--- config.mk ---
export PLATFORM = sky130hd
export DESIGN_NAME = dotted_name_to_dns_labels
export DESIGN_NICKNAME = d
export VERILOG_FILES = /design/src/rtl/dnl_pkg.sv /design/src/rtl/dnl_encoder.sv /design/src/rtl/dnl_burst_out.sv /design/src/rtl/dotted_name_to_dns_labels.sv
export VERILOG_INCLUDE_DIRS = /design/src /design/src/rtl
export SDC_FILE = /design/constraint.sdc
export NUM_CORES = 1
export LEC_CHECK = 0
export BUFFER_PORTS_ARGS = -buffer_cell sky130_fd_sc_hd__buf_2
export CAP_MARGIN = 20
export CORE_ASPECT_RATIO = 1.75
export CORE_UTILIZATION = 40
export CTS_CLUSTER_SIZE = 8
export DETAILED_ROUTE_END_ITERATION = 10
export SLEW_MARGIN = 0
export SYNTH_ARGS = -nofsm -noshare
export SYNTH_HDL_FRONTEND = slang
export SYNTH_SLANG_ARGS = --single-unit
--- constraint.sdc ---
create_clock -name clk -period 13.9 [get_ports clk]
set_clock_uncertainty 0.05 [all_clocks]
set_input_delay 2.085 -clock clk [delete_from_list [all_inputs] [get_ports clk]]
set_output_delay 2.085 -clock clk [all_outputs]
set_load 0.1 [all_outputs]
--- src/rtl/assert_macros.svh ---
// Assertion macros used by the top-level RTL file.
`ifndef ASSERT_MACROS_SVH
`define ASSERT_MACROS_SVH

// Assert that a property holds at every rising clock edge out of reset.
`define ASSERT_PROP(lbl, clk, rst_n, prop) \
  lbl: assert property (@(posedge clk) disable iff (!rst_n) (prop)) \
    else $error("assertion failed");

// Assert that the consequent holds in the cycle after the antecedent.
`define ASSERT_NEXT(lbl, clk, rst_n, ante, cons) \
  lbl: assert property (@(posedge clk) disable iff (!rst_n) (ante) |=> (cons)) \
    else $error("assertion failed");

`endif

--- src/rtl/dnl_pkg.sv ---
// Types, constants and helper functions of the DNS label encoder.
package dnl_pkg;

  localparam int MAX_LABEL_DEF  = 63;
  localparam int NAME_BYTES_DEF = 256;

  localparam int POS_W       = 13;
  localparam int ADDR_EXT_W  = 14;
  localparam int LEN_W       = 6;
  localparam int MAX_RESULTS = 8;
  localparam int CNT_W       = $clog2(MAX_RESULTS + 1);
  localparam int IDX_W       = $clog2(MAX_RESULTS);
  localparam int LOCAL_LEN   = 5;

  localparam logic [POS_W-1:0] POS_MAX   = {POS_W{1'b1}};
  localparam logic [POS_W-1:0] POS_RESET = POS_W'(1);

  localparam logic       KIND_CHAR  = 1'b0;
  localparam logic       KIND_END   = 1'b1;
  localparam logic [7:0] CHAR_DOT   = 8'h2e;
  localparam logic [7:0] TERMINATOR = 8'h00;

  typedef struct packed {
    logic       kind;
    logic [7:0] char_code;
  } in_item_t;

  typedef struct packed {
    logic [7:0] write_address;
    logic [7:0] write_byte;
    logic       last;
    logic       overflow;
  } out_item_t;

  typedef struct packed {
    logic [7:0] addr;
    logic [7:0] data;
  } wr_ent_t;

  typedef struct packed {
    wr_ent_t [MAX_RESULTS-1:0] ent;
    logic    [CNT_W-1:0]       count;
    logic                      overflow;
  } burst_t;

  // Characters of the appended local label.
  function automatic logic [7:0] local_char(input logic [2:0] idx);
    logic [7:0] c;
    case (idx)
      3'd0:    c = 8'h6c;
      3'd1:    c = 8'h6f;
      3'd2:    c = 8'h63;
      3'd3:    c = 8'h61;
      3'd4:    c = 8'h6c;
      default: c = 8'h00;
    endcase
    return c;
  endfunction

endpackage

--- src/rtl/dnl_encoder.sv ---
// Name state, configuration register and per-item write list generation.
module dnl_encoder #(
  parameter int MAX_LABEL  = dnl_pkg::MAX_LABEL_DEF,
  parameter int NAME_BYTES = dnl_pkg::NAME_BYTES_DEF
) (
  input  logic              clk,
  input  logic              rst_n,
  input  logic              cfg_we,
  input  logic              cfg_wdata,
  input  logic              in_fire,
  input  dnl_pkg::in_item_t in_item,
  output dnl_pkg::burst_t   burst
);
  import dnl_pkg::*;

  localparam logic [LEN_W-1:0]      MAX_LEN   = LEN_W'(MAX_LABEL);
  localparam logic [ADDR_EXT_W-1:0] ADDR_LIM  = ADDR_EXT_W'(NAME_BYTES);

  logic [POS_W-1:0] wpos_r, wpos_nxt;
  logic [POS_W-1:0] slot_r, slot_nxt;
  logic [LEN_W-1:0] len_r, len_nxt;
  logic             trunc_r, trunc_nxt;
  logic             drop_r, drop_nxt;
  logic             local_r;

  logic [ADDR_EXT_W-1:0] cand_addr [MAX_RESULTS];
  logic [7:0]            cand_data [MAX_RESULTS];
  logic [CNT_W-1:0]      ncand;
  logic [MAX_RESULTS-1:0] keep;
  logic                  any_drop;
  logic [POS_W-1:0]      wpos_inc;

  assign wpos_inc = (wpos_r == POS_MAX) ? wpos_r : wpos_r + POS_W'(1);

  always_comb begin
    wpos_nxt  = wpos_r;
    slot_nxt  = slot_r;
    len_nxt   = len_r;
    trunc_nxt = trunc_r;
    ncand     = '0;
    for (int i = 0; i < MAX_RESULTS; i++) begin
      cand_addr[i] = '0;
      cand_data[i] = '0;
    end
    if (in_item.kind == KIND_CHAR) begin
      if (trunc_r) begin
        ncand = '0;
      end else if (in_item.char_code == CHAR_DOT) begin
        cand_addr[0] = {1'b0, slot_r};
        cand_data[0] = 8'(len_r);
        ncand        = CNT_W'(1);
        len_nxt      = '0;
        slot_nxt     = wpos_r;
        wpos_nxt     = wpos_inc;
      end else if (len_r >= MAX_LEN) begin
        trunc_nxt = 1'b1;
      end else begin
        cand_addr[0] = {1'b0, wpos_r};
        cand_data[0] = in_item.char_code;
        ncand        = CNT_W'(1);
        len_nxt      = len_r + LEN_W'(1);
        wpos_nxt     = wpos_inc;
      end
    end else begin
      cand_addr[0] = {1'b0, slot_r};
      cand_data[0] = 8'(len_r);
      if (local_r) begin
        cand_addr[1] = {1'b0, wpos_r};
        cand_data[1] = 8'(LOCAL_LEN);
        for (int k = 0; k < LOCAL_LEN; k++) begin
          cand_addr[k+2] = {1'b0, wpos_r} + ADDR_EXT_W'(k + 1);
          cand_data[k+2] = local_char(3'(k));
        end
        cand_addr[LOCAL_LEN+2] = {1'b0, wpos_r} + ADDR_EXT_W'(LOCAL_LEN + 1);
        cand_data[LOCAL_LEN+2] = TERMINATOR;
        ncand = CNT_W'(LOCAL_LEN + 3);
      end else begin
        cand_addr[1] = {1'b0, wpos_r};
        cand_data[1] = TERMINATOR;
        ncand        = CNT_W'(2);
      end
      wpos_nxt  = POS_RESET;
      slot_nxt  = '0;
      len_nxt   = '0;
      trunc_nxt = 1'b0;
    end
  end

  // Addresses rise within an item, so the kept writes always form a prefix.
  always_comb begin
    any_drop = 1'b0;
    for (int i = 0; i < MAX_RESULTS; i++) begin
      keep[i]  = (CNT_W'(i) < ncand) && (cand_addr[i] < ADDR_LIM);
      any_drop = any_drop | ((CNT_W'(i) < ncand) && (cand_addr[i] >= ADDR_LIM));
      burst.ent[i].addr = cand_addr[i][7:0];
      burst.ent[i].data = cand_data[i];
    end
    drop_nxt       = drop_r | any_drop;
    burst.count    = CNT_W'($countones(keep));
    burst.overflow = drop_nxt;
  end

  always_ff @(posedge clk) begin
    if (!rst_n) begin
      wpos_r  <= POS_RESET;
      slot_r  <= '0;
      len_r   <= '0;
      trunc_r <= 1'b0;
      drop_r  <= 1'b0;
      local_r <= 1'b0;
    end else begin
      if (cfg_we) begin
        local_r <= cfg_wdata;
      end
      if (in_fire) begin
        wpos_r  <= wpos_nxt;
        slot_r  <= slot_nxt;
        len_r   <= len_nxt;
        trunc_r <= trunc_nxt;
        drop_r  <= drop_nxt;
      end
    end
  end

endmodule

--- src/rtl/dnl_burst_out.sv ---
// Result register that holds one item's writes and hands them out one per cycle while out_ready is high.
module dnl_burst_out (
  input  logic               clk,
  input  logic               rst_n,
  input  logic               load,
  input  dnl_pkg::burst_t    burst,
  input  logic               out_ready,
  output logic               out_valid,
  output dnl_pkg::out_item_t out_item,
  output logic               in_ready
);
  import dnl_pkg::*;

  wr_ent_t [MAX_RESULTS-1:0] ent_r;
  logic    [CNT_W-1:0]       rem_r;
  logic    [IDX_W-1:0]       idx_r;
  logic                      ovf_r;
  logic                      out_fire;

  assign out_valid = (rem_r != '0);
  assign out_fire  = out_valid && out_ready;
  assign in_ready  = (rem_r == '0) || ((rem_r == CNT_W'(1)) && out_ready);

  assign out_item.write_address = ent_r[idx_r].addr;
  assign out_item.write_byte    = ent_r[idx_r].data;
  assign out_item.last          = (rem_r == CNT_W'(1));
  assign out_item.overflow      = ovf_r;

  always_ff @(posedge clk) begin
    if (!rst_n) begin
      rem_r <= '0;
      idx_r <= '0;
    end else if (load && (burst.count != '0)) begin
      rem_r <= burst.count;
      idx_r <= '0;
    end else if (out_fire) begin
      rem_r <= rem_r - CNT_W'(1);
      idx_r <= idx_r + IDX_W'(1);
    end
  end

  always_ff @(posedge clk) begin
    if (load && (burst.count != '0)) begin
      ent_r <= burst.ent;
      ovf_r <= burst.overflow;
    end
  end

endmodule

--- src/rtl/dotted_name_to_dns_labels.sv ---
// The first write of an item appears in the cycle after the item is taken.
// An item producing n writes (n is 0 to 8) holds the output until all n are taken;
// the next item is taken in the cycle the final write of the previous one is taken.
// Name characters give at most one write; with out_ready high they stream one item per cycle.
// Reset (synchronous, active low) sets the write position to one and clears the rest
// of the name state, the overflow flag, the configuration register and the result count.
module dotted_name_to_dns_labels #(
  parameter int MAX_LABEL  = dnl_pkg::MAX_LABEL_DEF,
  parameter int NAME_BYTES = dnl_pkg::NAME_BYTES_DEF
) (
  input  logic               clk,
  input  logic               rst_n,
  input  logic               cfg_we,
  input  logic               cfg_wdata,
  input  logic               in_valid,
  output logic               in_ready,
  input  dnl_pkg::in_item_t  in_item,
  output logic               out_valid,
  input  logic               out_ready,
  output dnl_pkg::out_item_t out_item
);
  import dnl_pkg::*;
  `include "assert_macros.svh"

  logic   in_fire;
  burst_t burst;

  assign in_fire = in_valid && in_ready;

  dnl_encoder #(
    .MAX_LABEL  (MAX_LABEL),
    .NAME_BYTES (NAME_BYTES)
  ) u_encoder (
    .clk       (clk),
    .rst_n     (rst_n),
    .cfg_we    (cfg_we),
    .cfg_wdata (cfg_wdata),
    .in_fire   (in_fire),
    .in_item   (in_item),
    .burst     (burst)
  );

  dnl_burst_out u_burst_out (
    .clk       (clk),
    .rst_n     (rst_n),
    .load      (in_fire),
    .burst     (burst),
    .out_ready (out_ready),
    .out_valid (out_valid),
    .out_item  (out_item),
    .in_ready  (in_ready)
  );

  `ASSERT_PROP(a_no_take_mid_burst, clk, rst_n, (out_valid && !out_item.last) |-> !in_ready)
  `ASSERT_NEXT(a_burst_continues, clk, rst_n, out_valid && out_ready && !out_item.last, out_valid)
  `ASSERT_NEXT(a_overflow_sticky, clk, rst_n, out_valid && out_ready && out_item.overflow, !out_valid || out_item.overflow)

endmodule

==> flow_metrics.tcl <==
set metrics [dict create \
    syn_to_final_growth_pct 7.420 \
    die_w_um 98.43 \
    synth_seq_cells 110 \
    seqPwrFrac_pct 36.8 \
    worstSetupEndpoint "u_burst_out.ent_r[13]" \
    via_count 5021 \
    layout_commonest_cell "nor2_1" \
    root_buffer "clkbuf_16" \
    initial_core_util_pct 41.00 \
    h-tree-depth 3 \
    fill_cells 1557 \
    critPathMaxFanout 68 \
    period_share_pct 50.05 \
    layout.nets 704 \
    hp-class "reg2reg" \
    dp_hpwl_um 11980 \
    slew_headroom_pct 26.65 \
    clk_latency_ns 0.36 \
    route.detailed.drc 0 \
    top_layer "met4" \
    drt_first_pass_iters 7 \
    period_needed_ns 6.957 \
    via_per_inst 5.832 \
    path_class "in2reg" \
    synthFlopType "edfxtp_1" \
    n_antenna_cell 0 \
    worst-r2r-setup-slack_ns 7.64 \
    cts-buffers-inserted 9 \
    clkTransAtPathRegs_ns 0.07 \
    yosysUniqueCellTypes 64 \
    routedWlPerCell_um 19.34 \
    powerDensity_nw_per_um2 184.6 \
    power_frac_comb_pct 44.0 \
    dr_wl_met3_um 476 \
    fmax_mhz 143.7 \
    cts_hold_buf 0 \
    grt_start_max_net_pins 69 \
    timing.critical_path.from "in_item[8]" \
    final_cell_count_no_fill 861 \
    core_area_sq_um 15880 \
    finalMaxSlewViolations 0 \
    clock_sinks 110 \
    drtIter0Drc 257 \
    finalSetupTns_ns 0 \
    worst_slew_pin_slew_ns 1.099 \
    synth_edf_count 68 \
    grt_pass1_vias 4914 \
    die_area_sq_um 16810 \
    syn_area_per_cell_sq_um 9.657 \
    dpl.cell_count 845 \
    rr_endpoint "u_burst_out.ent_r[13]" \
    required_ns 13.83 \
    ant_nets 0 \
    async_reset_ff_share_pct 0 \
    setup_violations 0 \
    rr_worst_depth 16 \
    route.met2.wl_um 8674 \
    syn_area_sq_um 6509 \
    rr_startpoint "u_encoder.wpos_r[4]" \
    switching_share_pct 46.31 \
    clkPwrFrac_pct 19.2 \
    syn-num-nets 711 \
    cp-end-kind "register" \
    holdWs_ns 0.4047 \
    grt_pass1_wl_um 26390 \
    met1Wirelength_um 6787 \
    switchingPower_uw 597.6 \
    yosysWarnings 0 \
    gp_congestion 0.8593 \
    cts_resized 0 \
    netlist_instances 674 \
    rsz0062_at_grt "no" \
    drive_gt1_share_pct 13.10 \
    power_leakage_nw 2.437 \
    ir_drop_uv 238.5 \
    placementRows 61 \
    grt_usage_pct 20.54 \
    portBuffers 34 \
    cts_tree "done" \
    grt_overflow 0 \
    clockBufferDepth 2 \
    ios 35 \
    layout_common_cells "nor2_1 (80), edfxtp_1 (68), a21oi_1 (58), nand2_1 (51), dfxtp_1 (42)" \
    die_y_um 170.7 \
    cp-start-kind "primary input" \
    antenna_found_initial 0 \
    hold_viol 0 \
    p_int_uw 692.7 \
    seq_area_frac_synth_pct 44.29 \
    status "finished, final reports clean" \
    wl_um 16660 \
    post-cts-setup-buffers 0 \
    maxCapViolCount 0 \
    worst_ep_arrival_time_ns 6.88 \
]
## state kept, by name, summed over array words and instances (netlist names), 3 cells and up
signal	flops
u_encoder.slot_r	13
u_encoder.wpos_r	13
u_burst_out.ent_r	67
u_burst_out.rem_r	4
u_burst_out.idx_r	3
u_encoder.len_r	6
## cells by family (layout without fill, tap and decap cells)
kind of cell / count (synthesis) / after routing / synth area share, %
XOR/XNOR: 34 / 34 / 4.575
flip-flops: 110 / 110 / 44.29
AO/OA/AOI/OAI: 153 / 153 / 15.07
buffers and inverters: 83 / 81 / 5.344
AND/OR/NAND/NOR: 248 / 248 / 19.51
multiplexers: 24 / 24 / 6.517
adder cells (fa/ha/maj): 22 / 22 / 4.691
## synth_stat cells (8+ instances only)
| library cell | instances | area, sq um |
|---|---|---|
| nand3_1 | 13 | 65.06 |
| nand3b_1 | 10 | 75.07 |
| xor2_1 | 19 | 166.4 |
| a21oi_1 | 58 | 290.3 |
| clkbuf_1 | 35 | 131.4 |
| ha_1 | 18 | 225.2 |
| and3_1 | 12 | 75.07 |
| nor3_1 | 13 | 65.06 |
| nor2_1 | 80 | 300.3 |
| o21ai_0 | 31 | 155.2 |
| buf_2 | 17 | 85.08 |
| nand2_1 | 51 | 191.4 |
| and2_1 | 16 | 100.1 |
| a22o_1 | 8 | 70.07 |
| or3_1 | 18 | 112.6 |
| edfxtp_1 | 68 | 2042 |
| mux4_2 | 14 | 315.3 |
| dfxtp_1 | 42 | 840.8 |
| xnor2_1 | 15 | 131.4 |
| inv_1 | 25 | 93.84 |
| nand4_1 | 8 | 50.05 |
## power groups by stage
stage	Clock, mW	Sequential (mW)	Combinational, mW
floorplan	0	0.463	0.484
global placement	0	0.481	0.565
detailed placement	0	0.484	0.572
CTS	0.253	0.477	0.573
global route	0.265	0.484	0.599
finish	0.247	0.475	0.568
## worst min-delay path by stage
stage | from | to | depth (start not counted)
finish | u_encoder.slot_r[6] | u_encoder.slot_r[6] | 2
global route | u_encoder.slot_r[1] | u_encoder.slot_r[1] | 2
CTS | u_encoder.slot_r[6] | u_encoder.slot_r[6] | 2
detailed placement | u_encoder.slot_r[6] | u_encoder.slot_r[6] | 2
global placement | u_encoder.slot_r[7] | u_encoder.slot_r[7] | 2
floorplan | u_encoder.slot_r[12] | u_encoder.slot_r[12] | 2
## final cells by class
cell class / instances / area, sq um / area share [%]
sequential: 110 / 2883 / 41.23
multi-input combinational: 481 / 3278 / 46.89
inverter: 25 / 93.84 / 1.342
clock inverter: 7 / 60.06 / 0.8590
clock buffer: 9 / 225.2 / 3.221
tap: 189 / 236.5 / 3.382
timing repair buffer: 40 / 215.2 / 3.078
## routing by layer
| layer | up-vias | track usage (%) |
|---|---|---|
| met4 | 0 | 11.42 |
| met3 | 33 | 2.819 |
| met2 | 120 | 36.99 |
| met1 | 2440 | 23.26 |
| met5 | - | 0 |
| li1 | 2428 | - |
## worst max-delay path, stage by stage
cell,delay [ns]
buf_2,0.33
nand2_1,0.16
buf_4,0.41
o2111ai_1,0.18
a211oi_1,0.33
nor4b_1,0.30
ha_1,0.22
inv_1,0.05
fa_1,0.47
fa_1,0.56
inv_1,0.05
ha_1,0.20
fa_1,0.51
o41ai_1,0.07
buf_4,0.21
inv_2,0.04
buf_4,0.65
## per-stage QoR
| stage | area, sq um | worst slack, ns | total power, mW | util, % |
|---|---|---|---|---|
| detailed placement | 6706 | 6.591 | 1.056 | 42.24 |
| floorplan | 6509 | 6.661 | 0.9474 | - |
| CTS | 6992 | 6.951 | 1.303 | 44.04 |
| finish | 6992 | 6.943 | 1.290 | 44.04 |
| global placement | 6706 | 6.696 | 1.046 | 42.24 |
| global route | 6992 | 6.594 | 1.349 | 44.04 |
(Power assumes the default switching activity.)
